===== src/rtl/nbr_pkg.sv =====
`timescale 1ns / 1ps
// ---------------------------------------------------------------------------
// nbr_pkg
// shared types and constants of the nearest bin resampler
// ---------------------------------------------------------------------------
package nbr_pkg;

  localparam int unsigned REFERENCE_DEPTH_DEF = 1024;
  localparam int unsigned COUNT_W             = 11;
  localparam int unsigned SLOT_W              = 10;
  localparam int unsigned FREQ_W              = 32;
  localparam int unsigned POWER_W             = 32;
  localparam int unsigned MATCH_IDX_W         = 10;
  localparam logic [COUNT_W-1:0] COUNT_RESET  = 11'd2;

  typedef enum logic {
    CMD_LOAD  = 1'b0,
    CMD_QUERY = 1'b1
  } cmd_e;

  typedef enum logic [1:0] {
    ST_IDLE,
    ST_WALK,
    ST_PICK
  } state_e;

  typedef struct packed {
    logic load;
    logic start;
    logic step;
    logic stop;
    logic finish;
  } dp_cmd_t;

  typedef struct packed {
    logic advance;
    logic out_busy;
  } dp_status_t;

endpackage


===== src/rtl/nbr_ctrl.sv =====
`timescale 1ns / 1ps
// ---------------------------------------------------------------------------
// nbr_ctrl
// sequencer for loads, the forward walk and the neighbour pick
// ---------------------------------------------------------------------------
module nbr_ctrl (
  input  logic                clk_i,
  input  logic                rst_ni,
  input  logic                in_valid_i,
  input  nbr_pkg::cmd_e       in_command_i,
  output logic                in_ready_o,
  output nbr_pkg::dp_cmd_t    cmd_o,
  input  nbr_pkg::dp_status_t status_i
);

  nbr_pkg::state_e state_q, state_d;

  always_ff @(posedge clk_i or negedge rst_ni) begin
    if (!rst_ni) begin
      state_q <= nbr_pkg::ST_IDLE;
    end else begin
      state_q <= state_d;
    end
  end

  always_comb begin
    state_d    = state_q;
    cmd_o      = '0;
    in_ready_o = 1'b0;
    unique case (state_q)
      nbr_pkg::ST_IDLE: begin
        in_ready_o = 1'b1;
        if (in_valid_i) begin
          if (in_command_i == nbr_pkg::CMD_QUERY) begin
            cmd_o.start = 1'b1;
            state_d     = nbr_pkg::ST_WALK;
          end else begin
            cmd_o.load = 1'b1;
          end
        end
      end
      nbr_pkg::ST_WALK: begin
        if (status_i.advance) begin
          cmd_o.step = 1'b1;
        end else begin
          cmd_o.stop = 1'b1;
          state_d    = nbr_pkg::ST_PICK;
        end
      end
      nbr_pkg::ST_PICK: begin
        if (!status_i.out_busy) begin
          cmd_o.finish = 1'b1;
          state_d      = nbr_pkg::ST_IDLE;
        end
      end
      default: begin
        state_d = nbr_pkg::ST_IDLE;
      end
    endcase
  end

`ifndef SYNTH
  a_cmd_onehot: assert property (@(posedge clk_i) disable iff (!rst_ni)
    $onehot0({cmd_o.load, cmd_o.start, cmd_o.step, cmd_o.stop, cmd_o.finish}))
    else $error("more than one datapath command");
  a_load_stays_idle: assert property (@(posedge clk_i) disable iff (!rst_ni)
    cmd_o.load |=> state_q == nbr_pkg::ST_IDLE)
    else $error("load left idle");
`endif

endmodule


===== config.mk =====
export PLATFORM = sky130hd
export DESIGN_NAME = nbr_ctrl
export DESIGN_NICKNAME = d
export VERILOG_FILES = /design/src/rtl/nbr_pkg.sv /design/src/rtl/nbr_ctrl.sv
export SDC_FILE = /design/constraint.sdc
export NUM_CORES = 1
export LEC_CHECK = 0
export ABC_AREA = 1
export BUFFER_PORTS_ARGS = -buffer_cell sky130_fd_sc_hd__buf_4
export CAP_MARGIN = 0
export CORE_AREA = 2 2 39 41
export CTS_CLUSTER_DIAMETER = 120
export DETAILED_ROUTE_END_ITERATION = 10
export DIE_AREA = 0 0 41 43
export RECOVER_POWER = 50
export SLEW_MARGIN = 10
export SYNTH_ARGS = -nofsm -noshare
export SYNTH_HDL_FRONTEND = slang
export SYNTH_SLANG_ARGS = --single-unit

===== constraint.sdc =====
create_clock -name clk_i -period 1.5 [get_ports clk_i]
set_input_delay 0.15 -clock clk_i [delete_from_list [all_inputs] [get_ports clk_i]]
set_output_delay 0.15 -clock clk_i [all_outputs]
set_load 0.01 [all_outputs]

==> reports/qor.yml, run 1 <==
min_path:
  hold_path_class: "in -> reg"
  min_from: "status_i[0]"
  hold_path_depth: 3
clock_network:
  worst_skew_pair.late_latency_ns: 0.23
  clockBufferDepth: 2
  cts_tree: "done"
  cts.clk_slew.worst_paths_ns: 0.03
  h-tree-depth: 1
  clkSinkCount: 2
  ctsResizeCount: 0
  cts_inserted_buffers: 3
  cts_root_buffer: "clkbuf_4"
outcome:
  status: "complete, no violations"
route:
  dr.pass1.iters: 2
  wirelength_um: 403
  dr.first_iter.drc_count: 1
  vias: 172
  routed_via_density: 3.31
  drc: 0
  postRouteAntennaNets: 0
  post_drt_wl_per_cell_um: 7.75
yosys:
  ys_types: 10
  synth_xor_area_frac: 0
  synthAdderAreaFrac: 0
  ys_warn_count: 0
  syn_area_um2: 141
  avgSynthCellArea_um2: 6.73
  netlist_instances: 21
  synth_top_family_by_area: "simple AND/OR/NAND/NOR gates"
  yosys.area_share.simple: 0.434
  ys_seq_elements: 2
  synth_compound_area_frac: 0
  synth_nets: 27
  seq_area_frac_synth: 0.354
  synth_mux_area_frac: 0
grt:
  grtUsageMet1: 0.0710
  grt.met2_usage: 0.0938
  use_met3: 0.0471
  busiest_layer: "met4"
  grt_max_degree: 6
  grt_pass1_wl_um: 779
  grt_pass1_vias: 198
  antenna_found_initial: 0
  grt-ovfl-total: 0
  grt.total_usage: 0.0764
floorplanning:
  start_util: 0.102
  ios: 12
  dieArea_um2: 1760
  die-height_um: 43
  die_w_um: 41
  core_area_um2: 1380
  rows: 14
pwr:
  cellPowerDensity_nw_per_um2: 1130
  leakage_nw: 0.169
  vdd_ir_drop_max_uv: 219
  power_uw: 296
sta:
  maxSlewViolCount: 0
  hold_violations: 0
  rsz0062_at_grt: "false"
  maxSlewHeadroom: 0.831
  finalCriticalPeriod_ns: 1.28
  max_freq_mhz: 781
  worst_pin_slew_ns: 0.252
  skew_ns: 0.00258
  setup-tns-final_ns: 0
  setup_viol: 0
  timing.hold.ws_ns: 0.176
  finalCritPeriodShare: 0.854
setup_path:
  reg2reg_depth: 3
  r2r-start: "state_q[0]$_DFFE_PN0P_"
  crit_required_ns: 1.35
  arrival_ns: 1.13
  critPathCaptureType: "primary output"
  crit_start: "state_q[0]$_DFFE_PN0P_"
  start_kind: "flop"
  worstSetupPathType: "reg -> out"
  crit_path_max_fanout: 5
finish:
  top_register: "state_q"
  drive_above_1_share: 0.417
  final_util: 0.189
  n_antenna_cell: 0
  final_cell_mix: "buf_4, inv_1, nand2_1, clkbuf_4"
  layout_commonest_cell: "buf_4"
  largest_reg_flops: 2
  fin_nets: 44
  syn_to_final_growth_pct: 85.0
  reg_top3: "state_q (2)"
run:
  cap_violations: 0
place:
  dp_hpwl_um: 326
  io_buffer_count: 11
  gp_congestion: 0.549
-- synthesized netlist by cell type --
cell type	n	share of area
nand2_2	1	0.044
nor3_1	1	0.035
nor2_2	1	0.044
nand3b_1	1	0.053
nor2_4	1	0.080
inv_1	7	0.19
inv_2	1	0.027
dfrtp_1	2	0.35
nand2_1	4	0.11
nand3_1	2	0.071
-- timing repair --
item / in CTS / in global routing
endpoints found under the hold margin: 2 / 0
setup buffers: 0 / 0
hold buffers: 1 / 0
-- kinds of logic (layout without fill, tap and decap cells) --
| kind of cell | Yosys count | after routing |
|---|---|---|
| buf+inv | 8 | 23 |
| simple gates | 11 | 11 |
| flops | 2 | 2 |
-- worst max-delay path, stage by stage (launching register included) --
cell     delay [ns]
dfrtp_1        0.41
nor2_1         0.24
nand2_2        0.09
inv_1          0.05
buf_4          0.11
-- per-layer routing --
layer | wire, um | part of all wire | vias to the layer above
met2 | 203 | 0.50 | 8
met4 | 16 | 0.040 | 0
met5 | 0 | 0 | -
met1 | 136 | 0.34 | 72
met3 | 47 | 0.12 | 2
li1 | - | - | 90
-- cell type report --
cell class	count	area (um^2)
Sequential cell	2	50.0
Tap cell	16	20.0
Fill cell	158	1120
Inverter	8	30.0
Timing Repair Buffer	12	85.1
Multi-Input combinational cell	11	53.8
Clock buffer	3	22.5
-- report_power, final --
group	total [mW]	switching, mW	internal (mW)
clock network	0.124	0.0354	0.0887
logic	0.0977	0.0536	0.0441
registers	0.0747	0.00996	0.0647
-- path summary, 6_finish.rpt --
path / endpoint / slack (ns)
worst max-delay path: cmd_o[3] / 0.22
worst min-delay path: state_q[1]$_DFFE_PN0P_ / 0.18
worst max register to register: state_q[0]$_DFFE_PN0P_ / 0.63
worst min register to register: state_q[1]$_DFFE_PN0P_ / 0.54
max in group asynchronous: state_q[1]$_DFFE_PN0P_ / 1.13
min in group asynchronous: state_q[0]$_DFFE_PN0P_ / 0.24
-- through the flow --
step	cell area [um^2]	worst slack, ns	std cells
finish	262	0.219	52
global route	262	0.107	52
CTS	277	0.281	52
detailed placement	244	0.542	48
global placement	244	0.547	48
floorplan	141	0.599	21
Note: power is estimated with default switching activity, not from simulation.
==> run 2: changes to the inputs <==
- BUFFER_PORTS_ARGS: -buffer_cell sky130_fd_sc_hd__buf_4 -> -buffer_cell sky130_fd_sc_hd__clkbuf_2
==> reports/qor.yml, run 2 (same netlist as run 1, synthesis figures left out) <==
finish:
  fill_cells: 167
  syn_to_final_growth_pct: 75.2
  n_antenna_cell: 0
  final_cell_mix: "clkbuf_2, inv_1, nand2_1, clkbuf_4"
  layout_commonest_cell: "clkbuf_2"
  top_register: "state_q"
  reg_top3: "state_q (2)"
  largest_reg_flops: 2
  final_cell_area_um2: 248
  drive_above_1_share: 0.472
  fin_nets: 44
  final_util: 0.179
setup_path:
  worstSetupPathType: "reg -> out"
  crit_path_max_fanout: 5
  start_kind: "flop"
  critPathCaptureType: "primary output"
  crit_required_ns: 1.35
  arrival_ns: 1.04
sta:
  rsz0062_at_grt: "false"
  max_freq_mhz: 838
  setup-tns-final_ns: 0
  finalCriticalPeriod_ns: 1.19
  skew_ns: 0.00340
  finalCritPeriodShare: 0.796
  maxSlewViolCount: 0
  setup_viol: 0
  worst_pin_slew_ns: 0.194
  timing.hold.ws_ns: 0.189
  hold_violations: 0
  maxSlewHeadroom: 0.871
pwr:
  vdd_ir_drop_max_uv: 250
  cellPowerDensity_nw_per_um2: 1180
  swShare: 0.339
  leakage_nw: 0.167
  power_frac_clock: 0.412
  p_int_uw: 193
  power_uw: 292
  power_switching_uw: 99.0
  pwr-share-comb: 0.316
  seq_power_share: 0.272
clock_network:
  cts_root_buffer: "clkbuf_4"
  cts_inserted_buffers: 3
  cts.clk_slew.worst_paths_ns: 0.03
  h-tree-depth: 1
  ctsResizeCount: 0
  cts_tree: "done"
  clkSinkCount: 2
  clockBufferDepth: 2
  worst_skew_pair.late_latency_ns: 0.23
route:
  dr.pass1.iters: 4
  wirelength_um: 345
  routed_via_density: 3.35
  post_drt_wl_per_cell_um: 6.63
  postRouteAntennaNets: 0
  drc: 0
  dr.first_iter.drc_count: 1
  vias: 174
place:
  io_buffer_count: 11
  gp_congestion: 0.508
  place_area_um2: 216
grt:
  grt.total_usage: 0.0533
  grt_pass1_wl_um: 524
  antenna_found_initial: 0
  grt-ovfl-total: 0
  grt_pass1_vias: 154
  grt_max_degree: 6
floorplanning:
  start_util: 0.102
  core_area_um2: 1380
  die_w_um: 41
  die-height_um: 43
  ios: 12
  dieArea_um2: 1760
  rows: 14
outcome:
  status: "complete, no violations"
run:
  cap_violations: 0
min_path:
  hold_path_class: "in -> reg"
[run 2: changes by cell type in the layout (fill, tap and decap cells not counted)]
cell / before / now
nor2_1: 1 / 0
clkbuf_2: 0 / 10
buf_4: 9 / 0
nor2_4: 0 / 1
clkbuf_1: 2 / 1
[run 2: what timing repair did]
action / CTS / global route
setup buffers: 0 / 0
hold buffers: 1 / 0
endpoints found under the hold margin: 2 / 0
[run 2: cell type report]
| type | instances | area, um^2 | area share |
|---|---|---|---|
| Timing Repair Buffer | 12 | 63.8 | 0.258 |
| Multi-Input combinational cell | 11 | 61.3 | 0.247 |
| Sequential cell | 2 | 50.0 | 0.202 |
| Inverter | 8 | 30.0 | 0.121 |
| Clock buffer | 3 | 22.5 | 0.0909 |
| Tap cell | 16 | 20.0 | 0.0808 |
[run 2: power groups by stage]
stage / logic (mW) / registers, mW / clock network, mW
final: 0.0923 / 0.0795 / 0.120
after floorplan: 0.0574 / 0.0786 / 0
after global routing: 0.105 / 0.0822 / 0.132
after CTS: 0.0955 / 0.0795 / 0.127
after detailed placement: 0.0933 / 0.0799 / 0
after global placement: 0.0914 / 0.0805 / 0
[run 2: path summary, 6_finish.rpt]
path / slack [ns] / to / start / cells after the start
max reg2reg: 0.74 / state_q[0]$_DFFE_PN0P_ / state_q[0]$_DFFE_PN0P_ / 3
min: 0.19 / state_q[1]$_DFFE_PN0P_ / status_i[0] / 3
max: 0.31 / cmd_o[4] / state_q[0]$_DFFE_PN0P_ / 4
min reg2reg: 0.59 / state_q[1]$_DFFE_PN0P_ / state_q[1]$_DFFE_PN0P_ / 2
min in group asynchronous: 0.25 / state_q[1]$_DFFE_PN0P_ / rst_ni / 2
max in group asynchronous: 1.13 / state_q[0]$_DFFE_PN0P_ / rst_ni / 2
[run 2: per-layer routing]
metal,up-vias,global-route usage,wire (um)
met2,6,0.0719,189
met4,0,0.0800,0
met1,76,0.0387,118
met3,0,0.0314,37
li1,92,-,-
met5,-,0,0
[run 2: critical path, stage by stage (launching register included)]
cell	delay (ns)
dfrtp_1	0.43
nor2_4	0.16
inv_2	0.04
nor2_2	0.06
clkbuf_2	0.13
[run 2: per-stage QoR]
step	worst slack [ns]	instances
2_1_floorplan	0.599	21
6_report	0.306	52
3_3_place_gp	0.538	48
4_1_cts	0.286	52
3_5_place_dp	0.529	48
5_1_grt	0.216	52
